## src/hw/rtl/mtg_pkg.sv

```systemverilog
// ----------------------------------------------------------------------------
// mtg_pkg
// Shared types, constants and word functions of the MT19937 generator.
// ----------------------------------------------------------------------------
package mtg_pkg;

    localparam int STATE_WORDS  = 624;
    localparam int SHIFT_OFFSET = 397;
    localparam int ADDR_W       = $clog2(STATE_WORDS + 1);

    typedef logic [31:0]       word_t;
    typedef logic [ADDR_W-1:0] addr_t;

    localparam addr_t WORDS_A   = addr_t'(STATE_WORDS);
    localparam addr_t LAST_A    = addr_t'(STATE_WORDS - 1);
    localparam addr_t OFFSET_A  = addr_t'(SHIFT_OFFSET);
    localparam addr_t WRAP_A    = addr_t'(STATE_WORDS - SHIFT_OFFSET);

    localparam word_t TWIST_MATRIX  = 32'h9908_b0df;
    localparam word_t HIGH_BIT      = 32'h8000_0000;
    localparam word_t LOW_BITS      = 32'h7fff_ffff;
    localparam word_t TEMPER_B      = 32'h9d2c_5680;
    localparam word_t TEMPER_C      = 32'hefc6_0000;
    localparam word_t SEED_MULT     = 32'd69069;
    localparam word_t SEED_AT_RESET = 32'd4357;

    function automatic word_t twist_word(input word_t cur, input word_t nxt,
                                         input word_t far_word);
        word_t y;
        y = (cur & HIGH_BIT) | (nxt & LOW_BITS);
        return far_word ^ (y >> 1) ^ (y[0] ? TWIST_MATRIX : 32'd0);
    endfunction

    function automatic word_t temper(input word_t w);
        word_t y;
        y = w;
        y = y ^ (y >> 11);
        y = y ^ ((y << 7) & TEMPER_B);
        y = y ^ ((y << 15) & TEMPER_C);
        y = y ^ (y >> 18);
        return y;
    endfunction

endpackage

```

## src/hw/rtl/mtg_out_stage.sv

```systemverilog
// ----------------------------------------------------------------------------
// mtg_out_stage
// Tempering and output register of the result channel.
// ----------------------------------------------------------------------------
module mtg_out_stage
    import mtg_pkg::*;
(
    input  logic  clk,
    input  logic  rst_n,
    input  logic  load,
    input  word_t raw_word,
    output logic  free,
    output logic  rsp_valid,
    input  logic  rsp_ready,
    output word_t random_word
);

    logic  valid_reg, valid_next;
    word_t data_reg;

    assign free = !valid_reg || rsp_ready;

    always_comb
    begin
        valid_next = valid_reg;
        if (load)
        begin
            valid_next = 1'b1;
        end
        else if (rsp_ready)
        begin
            valid_next = 1'b0;
        end
    end

    always_ff @(posedge clk or negedge rst_n)
    begin
        if (!rst_n)
        begin
            valid_reg <= 1'b0;
        end
        else
        begin
            valid_reg <= valid_next;
        end
    end

    always_ff @(posedge clk)
    begin
        if (load)
        begin
            data_reg <= temper(raw_word);
        end
    end

    assign rsp_valid   = valid_reg;
    assign random_word = data_reg;

endmodule

```

## config.mk

```make
export PLATFORM = sky130hd
export DESIGN_NAME = mtg_out_stage
export DESIGN_NICKNAME = d
export VERILOG_FILES = /design/src/hw/rtl/mtg_pkg.sv /design/src/hw/rtl/mtg_out_stage.sv
export SDC_FILE = /design/constraint.sdc
export NUM_CORES = 1
export LEC_CHECK = 0
export ABC_CLOCK_PERIOD_IN_PS = 800
export BUFFER_PORTS_ARGS = -buffer_cell sky130_fd_sc_hd__buf_2
export CELL_PAD_IN_SITES_DETAIL_PLACEMENT = 1
export CELL_PAD_IN_SITES_GLOBAL_PLACEMENT = 2
export CORE_MARGIN = 3
export CORE_UTILIZATION = 28
export DETAILED_ROUTE_END_ITERATION = 8
export HOLD_SLACK_MARGIN = 0.02
export PLACE_DENSITY_LB_ADDON = 0.1
export SETUP_SLACK_MARGIN = 0.15
export SYNTH_ARGS = -nofsm -noshare
export SYNTH_HDL_FRONTEND = slang
export SYNTH_SLANG_ARGS = --single-unit
```

## constraint.sdc

```tcl
create_clock -name clk -period 0.8 [get_ports clk]
set_clock_uncertainty 0.15 [all_clocks]
set_input_delay 0.2 -clock clk [delete_from_list [all_inputs] [get_ports clk]]
set_output_delay 0.2 -clock clk [all_outputs]
set_load 0.05 [all_outputs]
```

==> out/metrics.json <==
{
  "outcome": {
    "run_status": "finished, violations left",
    "failed_checks": "setup timing"
  },
  "clock_tree": {
    "clkSlewWorstSetupHoldPaths_ps": 60,
    "cts-htree-levels": 2,
    "worst_skew_pair_latency_ps": 270,
    "clk_root_buffer_cell": "clkbuf_8",
    "numCtsBuffers": 5,
    "clock_sinks": 33,
    "tritoncts": "done",
    "cts_buffer_depth": 2
  },
  "routing": {
    "total_via_count_in_the_routed_design": 1147,
    "routed_via_density": 4.02,
    "wl_per_cell_um": 15.0,
    "ant_nets": 0,
    "detailedRoute.firstIterationViolations": 33,
    "wl_um": 4260,
    "drt_pre_antenna_iters": 4,
    "drcViolationCount": 0
  },
  "floorplanning": {
    "die_footprint_um2": 6740,
    "io-pin-count": 70,
    "floorplan.initialDensity": 0.292,
    "rows": 27,
    "die_height_um": 82.1,
    "die_width_um": 82.1,
    "core_um2": 5540
  },
  "grt": {
    "overflow": 0,
    "grt_first_pass_wirelength_um": 6360,
    "initial_antenna_violation_count": 0,
    "vias_in_the_first_global_route": 1276,
    "grt_usage": 0.133,
    "maximum_number_of_pins_on_one_net_before_global_route_repair": 10
  },
  "cells_and_area": {
    "final_cell_area_um2": 3400,
    "areaGrowthSynthToFinish_pct": 110,
    "drive_above_1_share": 0.695,
    "fin_nets": 248,
    "finalCoreUtilization": 0.614,
    "antenna_cells_inserted": 0
  },
  "timing": {
    "min_period_ps": 1260,
    "slew_viol_final": 0,
    "final_hold_violation_count": 0,
    "setup_viol_count_final": 63,
    "rsz0062_at_grt": "true",
    "setup_slack_ps": -465,
    "max_freq_ghz": 0.791,
    "slew_headroom": 0.816,
    "post-route-period-util": 1.58,
    "hold_ws_ps": 95.1,
    "timing_worst_slew_pin_value_ps": 275
  },
  "placement": {
    "pre_cts_slack_ps": -780,
    "port_buffers": 69,
    "detailed_place_hpwl_um": 3000,
    "gp_congestion": 0.665,
    "placement.cell_area_um2": 2530
  },
  "critical_path": {
    "critPathCaptureType": "primary output",
    "worstSetupStartpointType": "register",
    "path_cells": "nand2b_4 > buf_8",
    "critical_path.max_fanout": 2,
    "critical-path-slowest-cell": "dfrtp_2",
    "slowest_delay_ps": 420,
    "crit_required_ps": 450,
    "arrival_ps": 910,
    "setup.worst_path.class": "register to primary output"
  },
  "yosys": {
    "netlist_area_um2": 1620,
    "post_syn_nets": 129,
    "ys_types": 9,
    "postSynthRegisterBits": 33,
    "synth_top_cell_area_share": 0.593,
    "synth.yosys.seq_area_share": 0.608,
    "yosys.area.top_type": "edfxtp_1",
    "syn_inst": 93,
    "synth.yosys.warnings": 0,
    "avgSynthCellArea_um2": 17.4,
    "netlist_top_cells_area": "edfxtp_1 59%, xnor2_1 17%, xor2_1 8.6%"
  },
  "pwr": {
    "vdd_ir_drop_max_mv": 0.884,
    "pwr-share-comb": 0.480,
    "post-layout-total-power_mw": 7.05,
    "power.density_cell_area_nw_per_um2": 2070,
    "p_clk_frac": 0.167,
    "power.static_leakage_nw": 1.43,
    "power.switching_fraction": 0.357,
    "cellInternalPower_mw": 4.53,
    "p_sw_mw": 2.51,
    "pwr-share-seq": 0.353
  },
  "job": {
    "drv_cap": 0
  },
  "min_path": {
    "holdCritPathClass": "input port to async pin"
  }
}
[power groups by stage]
stage	combinational [mW]	sequential, mW	clock (mW)
finish	3.38	2.48	1.18
floorplan	0.747	3.53	0
global route	3.56	2.52	1.28
global placement	2.58	2.43	0
CTS	3.30	2.49	1.23
detailed placement	2.63	2.44	0
[metrics by stage]
stage / TNS (ps) / std cells
floorplan: -13710 / 93
global placement: -24340 / 261
detailed placement: -25390 / 261
CTS: -19690 / 281
global route: -21090 / 285
finish: -19330 / 285
[sequential cells by signal, indices dropped and copies added (netlist names)]
signal       cells
random_word     32
rsp_valid        1
[area by class of cell]
cell class,count,area [um^2]
multi-input cells,60,1000
repair buffers,112,1240
flip-flops and latches,33,987
clock buffers,8,80.1
well taps,72,90.1
fillers,524,2140
[critical path, delay by kind of cell (launching register included)]
family	cells	cell delay (ps)
buffers and inverters	1	140
AND/OR/NAND/NOR	1	80
flip-flops	1	420
[what timing repair did]
item	CTS	global route
pin swaps	29	14
setup endpoints to repair	98	66
gates resized for setup	143	22
buffers inserted	9	4
hold buffers	1	0
gates cloned	2	0
endpoints found under the hold margin	1	0
[layer usage]
layer / GRT usage / wire [um] / up-vias
li1: - / - / 552
met1: 0.134 / 1350 / 552
met2: 0.262 / 2640 / 41
met3: 0.0307 / 246 / 2
met4: 0.0498 / 23 / 0
met5: 0 / 0 / -
[cell usage after synthesis]
| cell type | number |
|---|---|
| dfrtp_1 | 1 |
| xor3_1 | 1 |
| xor2_2 | 1 |
| nand2b_1 | 2 |
| xor2_1 | 16 |
| xnor2_2 | 3 |
| edfxtp_1 | 32 |
| xnor2_1 | 32 |
| xnor3_1 | 5 |
[logic make-up (layout without fill, tap and decap cells)]
kind of cell / count (synthesis) / after routing / share of synthesized area
xor gates and xnor gates: 58 / 58 / 0.384
DFF: 33 / 33 / 0.608
buffers and inverters: 0 / 120 / 0
and+or+nand+nor: 2 / 2 / 0.00772
[cell usage in the layout (no fill, tap or decap)]
master / synthesis / final
xnor2_1: 32 / 16
dfrtp_2: 0 / 1
xor3_1: 1 / 1
nand2b_4: 0 / 1
buf_2: 0 / 13
buf_16: 0 / 2
buf_8: 0 / 15
buf_6: 0 / 57
nand2b_1: 2 / 1
clkbuf_8: 0 / 5
dlygate4sd3_1: 0 / 1
xnor2_2: 3 / 10
xnor2_4: 0 / 9
xor2_1: 16 / 8
buf_4: 0 / 19
xor2_2: 1 / 2
xnor3_1: 5 / 3
xnor3_2: 0 / 2
edfxtp_1: 32 / 32
xor2_4: 0 / 7
buf_12: 0 / 5
clkbuf_1: 0 / 3
[path summary, 6_finish.rpt]
kind	start	endpoint	slack, ps	cells after the start
setup / recovery	rsp_valid	free	-460	2
min in group clk	raw_word[31]	random_word[20]	150	2
hold / removal	rst_n	rsp_valid	100	2
setup reg to reg	rsp_valid	rsp_valid	-200	4
hold reg to reg	rsp_valid	rsp_valid	620	4
max in group asynchronous	rst_n	rsp_valid	310	2
No activity file was read; power rests on OpenSTA's default activity.
