File: src/hw/rtl/mtg_pkg.sv
// ----------------------------------------------------------------------------
// mtg_pkg
// Shared types, constants and word functions of the MT19937 generator.
// ----------------------------------------------------------------------------
package mtg_pkg;

    localparam int STATE_WORDS  = 624;
    localparam int SHIFT_OFFSET = 397;
    localparam int ADDR_W       = $clog2(STATE_WORDS + 1);

    typedef logic [31:0]       word_t;
    typedef logic [ADDR_W-1:0] addr_t;

    localparam addr_t WORDS_A   = addr_t'(STATE_WORDS);
    localparam addr_t LAST_A    = addr_t'(STATE_WORDS - 1);
    localparam addr_t OFFSET_A  = addr_t'(SHIFT_OFFSET);
    localparam addr_t WRAP_A    = addr_t'(STATE_WORDS - SHIFT_OFFSET);

    localparam word_t TWIST_MATRIX  = 32'h9908_b0df;
    localparam word_t HIGH_BIT      = 32'h8000_0000;
    localparam word_t LOW_BITS      = 32'h7fff_ffff;
    localparam word_t TEMPER_B      = 32'h9d2c_5680;
    localparam word_t TEMPER_C      = 32'hefc6_0000;
    localparam word_t SEED_MULT     = 32'd69069;
    localparam word_t SEED_AT_RESET = 32'd4357;

    function automatic word_t twist_word(input word_t cur, input word_t nxt,
                                         input word_t far_word);
        word_t y;
        y = (cur & HIGH_BIT) | (nxt & LOW_BITS);
        return far_word ^ (y >> 1) ^ (y[0] ? TWIST_MATRIX : 32'd0);
    endfunction

    function automatic word_t temper(input word_t w);
        word_t y;
        y = w;
        y = y ^ (y >> 11);
        y = y ^ ((y << 7) & TEMPER_B);
        y = y ^ ((y << 15) & TEMPER_C);
        y = y ^ (y >> 18);
        return y;
    endfunction

endpackage

File: src/hw/rtl/mtg_seed_gen.sv
// ----------------------------------------------------------------------------
// mtg_seed_gen
// Seeding sequencer: emits one table word per cycle, each 69069 times the last.
// ----------------------------------------------------------------------------
module mtg_seed_gen
    import mtg_pkg::*;
(
    input  logic  clk,
    input  logic  rst_n,
    input  logic  start,
    input  word_t seed,
    output logic  active,
    output logic  done,
    output addr_t wr_addr,
    output word_t wr_data
);

    logic  active_reg, active_next;
    addr_t cnt_reg, cnt_next;
    word_t word_reg, word_next;

    always_comb
    begin
        active_next = active_reg;
        cnt_next    = cnt_reg;
        word_next   = word_reg;
        if (start)
        begin
            active_next = 1'b1;
            cnt_next    = '0;
            word_next   = seed;
        end
        else if (active_reg)
        begin
            word_next = word_t'(word_reg * SEED_MULT);
            cnt_next  = cnt_reg + 1'b1;
            if (cnt_reg == LAST_A)
            begin
                active_next = 1'b0;
            end
        end
    end

    always_ff @(posedge clk or negedge rst_n)
    begin
        if (!rst_n)
        begin
            active_reg <= 1'b1;
            cnt_reg    <= '0;
            word_reg   <= SEED_AT_RESET;
        end
        else
        begin
            active_reg <= active_next;
            cnt_reg    <= cnt_next;
            word_reg   <= word_next;
        end
    end

    assign active  = active_reg;
    assign done    = active_reg && (cnt_reg == LAST_A);
    assign wr_addr = cnt_reg;
    assign wr_data = word_reg;

endmodule

File: config.mk
export PLATFORM = sky130hd
export DESIGN_NAME = mtg_seed_gen
export DESIGN_NICKNAME = d
export VERILOG_FILES = /design/src/hw/rtl/mtg_pkg.sv /design/src/hw/rtl/mtg_seed_gen.sv
export SDC_FILE = /design/constraint.sdc
export NUM_CORES = 1
export LEC_CHECK = 0
export BUFFER_PORTS_ARGS = -buffer_cell sky130_fd_sc_hd__buf_2
export CAP_MARGIN = 20
export CORE_ASPECT_RATIO = 1.4
export CORE_MARGIN = 2
export CORE_UTILIZATION = 60
export DETAILED_ROUTE_END_ITERATION = 10
export PLACE_DENSITY = 0.84
export SYNTH_ARGS = -nofsm -noshare
export SYNTH_HDL_FRONTEND = slang
export SYNTH_SLANG_ARGS = --single-unit
export TNS_END_PERCENT = 5
File: constraint.sdc
create_clock -name clk -period 11.25 [get_ports clk]
set_clock_uncertainty 0.15 [all_clocks]
set_input_delay 1.125 -clock clk [delete_from_list [all_inputs] [get_ports clk]]
set_output_delay 1.125 -clock clk [all_outputs]
set_load 0.01 [all_outputs]
==> flow_results.xml <==
<?xml version="1.0" encoding="UTF-8"?>
<metrics>
  <group name="die">
    <metric name="start_util" unit="%">60.7</metric>
    <metric name="io_pins" unit="">79</metric>
    <metric name="floorplan.die_area" unit="mm²">0.0161</metric>
    <metric name="core_area" unit="mm²">0.0149</metric>
    <metric name="die_w" unit="µm">108</metric>
    <metric name="rows" unit="">53</metric>
    <metric name="die-height" unit="µm">149</metric>
  </group>
  <group name="critical_path">
    <metric name="critical_path_peak_fanout" unit="">9</metric>
    <metric name="critical_path.slowest_cell" unit="">dfrtp_1</metric>
    <metric name="count_of_buffer_and_inverter_cells_on_the_critical_path" unit="">4</metric>
    <metric name="critical_path_class" unit="">register to register</metric>
    <metric name="timing.critical_path.max_delay_family" unit="">adder cells</metric>
    <metric name="path_depth" unit="">19</metric>
    <metric name="critical_path.startpoint_type" unit="">register</metric>
    <metric name="data_required_critical_path" unit="ps">11270</metric>
    <metric name="cpPeakStageDelay" unit="ps">660</metric>
    <metric name="rr_worst_depth" unit="">19</metric>
    <metric name="arrival" unit="ps">6280</metric>
    <metric name="critical_path.endpoint_type" unit="">register</metric>
    <metric name="worst_path_most_repeated_cell" unit="">fa_1</metric>
    <metric name="crit_chain" unit="">ha_1 -&gt; fa_1 -&gt; inv_1 -&gt; fa_1 -&gt; inv_1 -&gt; fa_1 -&gt; fa_1 -&gt; inv_1 -&gt; fa_1 -&gt; inv_1 -&gt; ha_1 -&gt; a21o_1 -&gt; and3_1 -&gt; o21ai_0 -&gt; o211ai_1 -&gt; a2111oi_2 -&gt; o31ai_1 -&gt; xnor2_1 -&gt; o21ai_0</metric>
  </group>
  <group name="logic_synthesis">
    <metric name="syn-mean-instance-area" unit="µm²">9.82</metric>
    <metric name="synthArstFlopShare" unit="%">100</metric>
    <metric name="synth_cell_type_count" unit="">49</metric>
    <metric name="ys.flop_type" unit="">dfrtp_1</metric>
    <metric name="ys_warn_count" unit="">0</metric>
    <metric name="ys_seq_area_share" unit="%">11.9</metric>
    <metric name="post_synth_inst_count" unit="">923</metric>
    <metric name="post_synth_edffs" unit="">0</metric>
    <metric name="synth.area.top_cells" unit="">fa_1, ha_1, inv_1</metric>
    <metric name="synth.cell_area" unit="mm²">0.00906</metric>
    <metric name="synth.ff_latch_count" unit="">43</metric>
    <metric name="synth_top_cell_by_area" unit="">fa_1</metric>
    <metric name="postSynthNetCount" unit="">1271</metric>
    <metric name="synth_top_area_share" unit="%">32.2</metric>
  </group>
  <group name="route">
    <metric name="detail_route.drc_violations" unit="">0</metric>
    <metric name="route.final.wire_length" unit="µm">22400</metric>
    <metric name="detailedRoute.firstIterationViolations" unit="">332</metric>
    <metric name="vias" unit="">6618</metric>
    <metric name="ant_nets" unit="">0</metric>
    <metric name="routedWlPerCell" unit="µm">18.8</metric>
    <metric name="avg_vias_per_cell" unit="">5.56</metric>
    <metric name="first_pass_iters" unit="">5</metric>
  </group>
  <group name="run">
    <metric name="drv.max_cap_violation_count" unit="">0</metric>
  </group>
  <group name="cells_and_area">
    <metric name="drive_above_1_share" unit="%">10.8</metric>
    <metric name="layout.nets" unit="">1346</metric>
    <metric name="area.growth.synth_to_final" unit="%">8.43</metric>
    <metric name="final-seq-area" unit="mm²">0.00108</metric>
    <metric name="num_antenna_cells" unit="">0</metric>
    <metric name="multi_input_gate_area_in_the_final_layout" unit="mm²">0.00691</metric>
    <metric name="largest_register_ffs" unit="">32</metric>
    <metric name="nFillCells" unit="">1164</metric>
  </group>
  <group name="min_path">
    <metric name="min-delay-path-class" unit="">register to register</metric>
    <metric name="min_delay_path_depth" unit="">2</metric>
  </group>
  <group name="timing">
    <metric name="max_slew_margin" unit="%">36.3</metric>
    <metric name="post-route-min-period" unit="ps">6260</metric>
    <metric name="slew_of_the_pin_with_the_lowest_slew_margin" unit="ps">955</metric>
    <metric name="final_hold_slack" unit="ps">429</metric>
    <metric name="finalMaxSlewViolations" unit="">0</metric>
    <metric name="report.final.hold_viol_count" unit="">0</metric>
    <metric name="post-route-period-util" unit="%">55.6</metric>
    <metric name="setup_ws" unit="ps">4990</metric>
    <metric name="setup_repair_after_global_routing_missed_its_margin" unit="">false</metric>
    <metric name="post_route_setup_tns" unit="ps">0</metric>
    <metric name="timing.fmax" unit="MHz">160</metric>
    <metric name="setup_viol" unit="">0</metric>
  </group>
  <group name="clock_tree">
    <metric name="cts_tree" unit="">done</metric>
    <metric name="clkSlewWorstSetupHoldPaths" unit="ps">70</metric>
    <metric name="cts.sink_count" unit="">43</metric>
    <metric name="cts-resized-gates" unit="">0</metric>
    <metric name="clk_latency_worst_skew_pair" unit="ps">300</metric>
    <metric name="cts-root-buf" unit="">clkbuf_16</metric>
    <metric name="clock_buffer_count_from_cts" unit="">5</metric>
    <metric name="ctsHoldBuffers" unit="">0</metric>
    <metric name="cts.repair_timing.setup_buffer_count" unit="">0</metric>
    <metric name="htree_depth" unit="">2</metric>
    <metric name="max-clock-path-buffers" unit="">2</metric>
  </group>
  <group name="grt">
    <metric name="grt_max_degree" unit="">69</metric>
    <metric name="grt_pass1_wl" unit="µm">36900</metric>
    <metric name="grt_pass1_vias" unit="">7319</metric>
    <metric name="antenna_found_initial" unit="">0</metric>
    <metric name="global_routing_usage_summed_across_all_routing_layers" unit="%">30.3</metric>
    <metric name="globalRoute.totalOverflow" unit="">0</metric>
  </group>
  <group name="placed_design">
    <metric name="io_buffer_count" unit="">78</metric>
    <metric name="dpl_worst_slack" unit="ps">5090</metric>
    <metric name="gp_congestion" unit="">0.990</metric>
    <metric name="hpwl" unit="µm">19200</metric>
  </group>
  <group name="status">
    <metric name="run_status" unit="">finished clean</metric>
  </group>
</metrics>
## worst min-delay path: stages, from the launching register on
cell and delay, ps:
dfrtp_1 390, xor2_1 80, nor2_1 70
## Yosys cell counts, types with 9 or more instances
| library cell | count |
|---|---|
| a21o_1 | 16 |
| a21oi_1 | 24 |
| clkbuf_1 | 9 |
| dfrtp_1 | 38 |
| fa_1 | 146 |
| ha_1 | 167 |
| inv_1 | 273 |
| mux2i_1 | 14 |
| nand2_1 | 34 |
| nor2_1 | 18 |
| o21ai_0 | 32 |
| xnor2_1 | 32 |
| xor2_1 | 20 |
## placed cells by master (no fill, tap or decap), drive strengths merged, types with 2 or more instances in the layout
cell	Yosys	routed
fa	146	146
nand3	6	6
xor2	20	20
mux2i	14	14
a22oi	7	7
ha	167	167
and4b	2	2
nor4b	2	2
mux2	6	6
a211oi	7	7
o31ai	3	3
a21o	16	16
and2	2	2
nand2	34	34
clkbuf	9	5
a22o	2	2
or3	3	3
dfrtp	38	38
buf	3	80
inv	273	275
and3	6	6
nor2	18	18
a211o	4	4
o21ai	36	36
o21bai	7	7
xnor2	32	32
nand4	4	4
nor2b	5	5
dfstp	5	5
a21oi	24	24
o211ai	4	4
nor3	5	5
## routing by layer
metal | track usage, % | vias up | share of wire, %
met5 | 0 | - | 0
met4 | 13.2 | 0 | 5.3
met3 | 4.05 | 81 | 5.6
met2 | 54.1 | 252 | 52
met1 | 36.2 | 3246 | 37
li1 | - | 3039 | -
## final cells by class
class                           count  area share [%]
Clock buffer                        5            1.27
Clock inverter                      3           0.267
Inverter                          273            10.4
Multi-Input combinational cell    595            70.3
Sequential cell                    43            11.0
Tap cell                          192            2.44
Timing Repair Buffer               80            4.25
## kinds of logic after synthesis
family / share of synthesized area (%)
buffers and inverters: 11.8
AOI/OAI and AO/OA: 8.59
adders and majority gates: 55.3
and+or+nand+nor: 5.05
DFF: 11.9
xor gates and xnor gates: 5.02
muxes: 2.29
## through the flow
stage / utilization [%] / cells / area, µm²
4_1_cts: 65.7 / 1190 / 9810
6_report: 65.9 / 1191 / 9830
5_1_grt: 65.9 / 1191 / 9830
2_1_floorplan: - / 923 / 9060
3_3_place_gp: 64.7 / 1182 / 9660
3_5_place_dp: 64.7 / 1182 / 9660
## final timing paths
kind | slack [ps] | startpoint | endpoint
max | 4990 | wr_data[11]$_DFFE_PN0N_ | wr_data[31]$_DFFE_PN0N_
min | 430 | wr_addr[9]$_DFFE_PN0N_ | wr_addr[9]$_DFFE_PN0N_
max reg2reg | 4990 | wr_data[11]$_DFFE_PN0N_ | wr_data[31]$_DFFE_PN0N_
min reg2reg | 430 | wr_addr[9]$_DFFE_PN0N_ | wr_addr[9]$_DFFE_PN0N_
max in group asynchronous | 9860 | rst_n | wr_data[12]$_DFFE_PN1N_
min in group asynchronous | 550 | rst_n | wr_data[1]$_DFFE_PN0P_
Power is not shown: default switching activity piles up to over one toggle a cycle in this logic, so the estimate is an artifact.
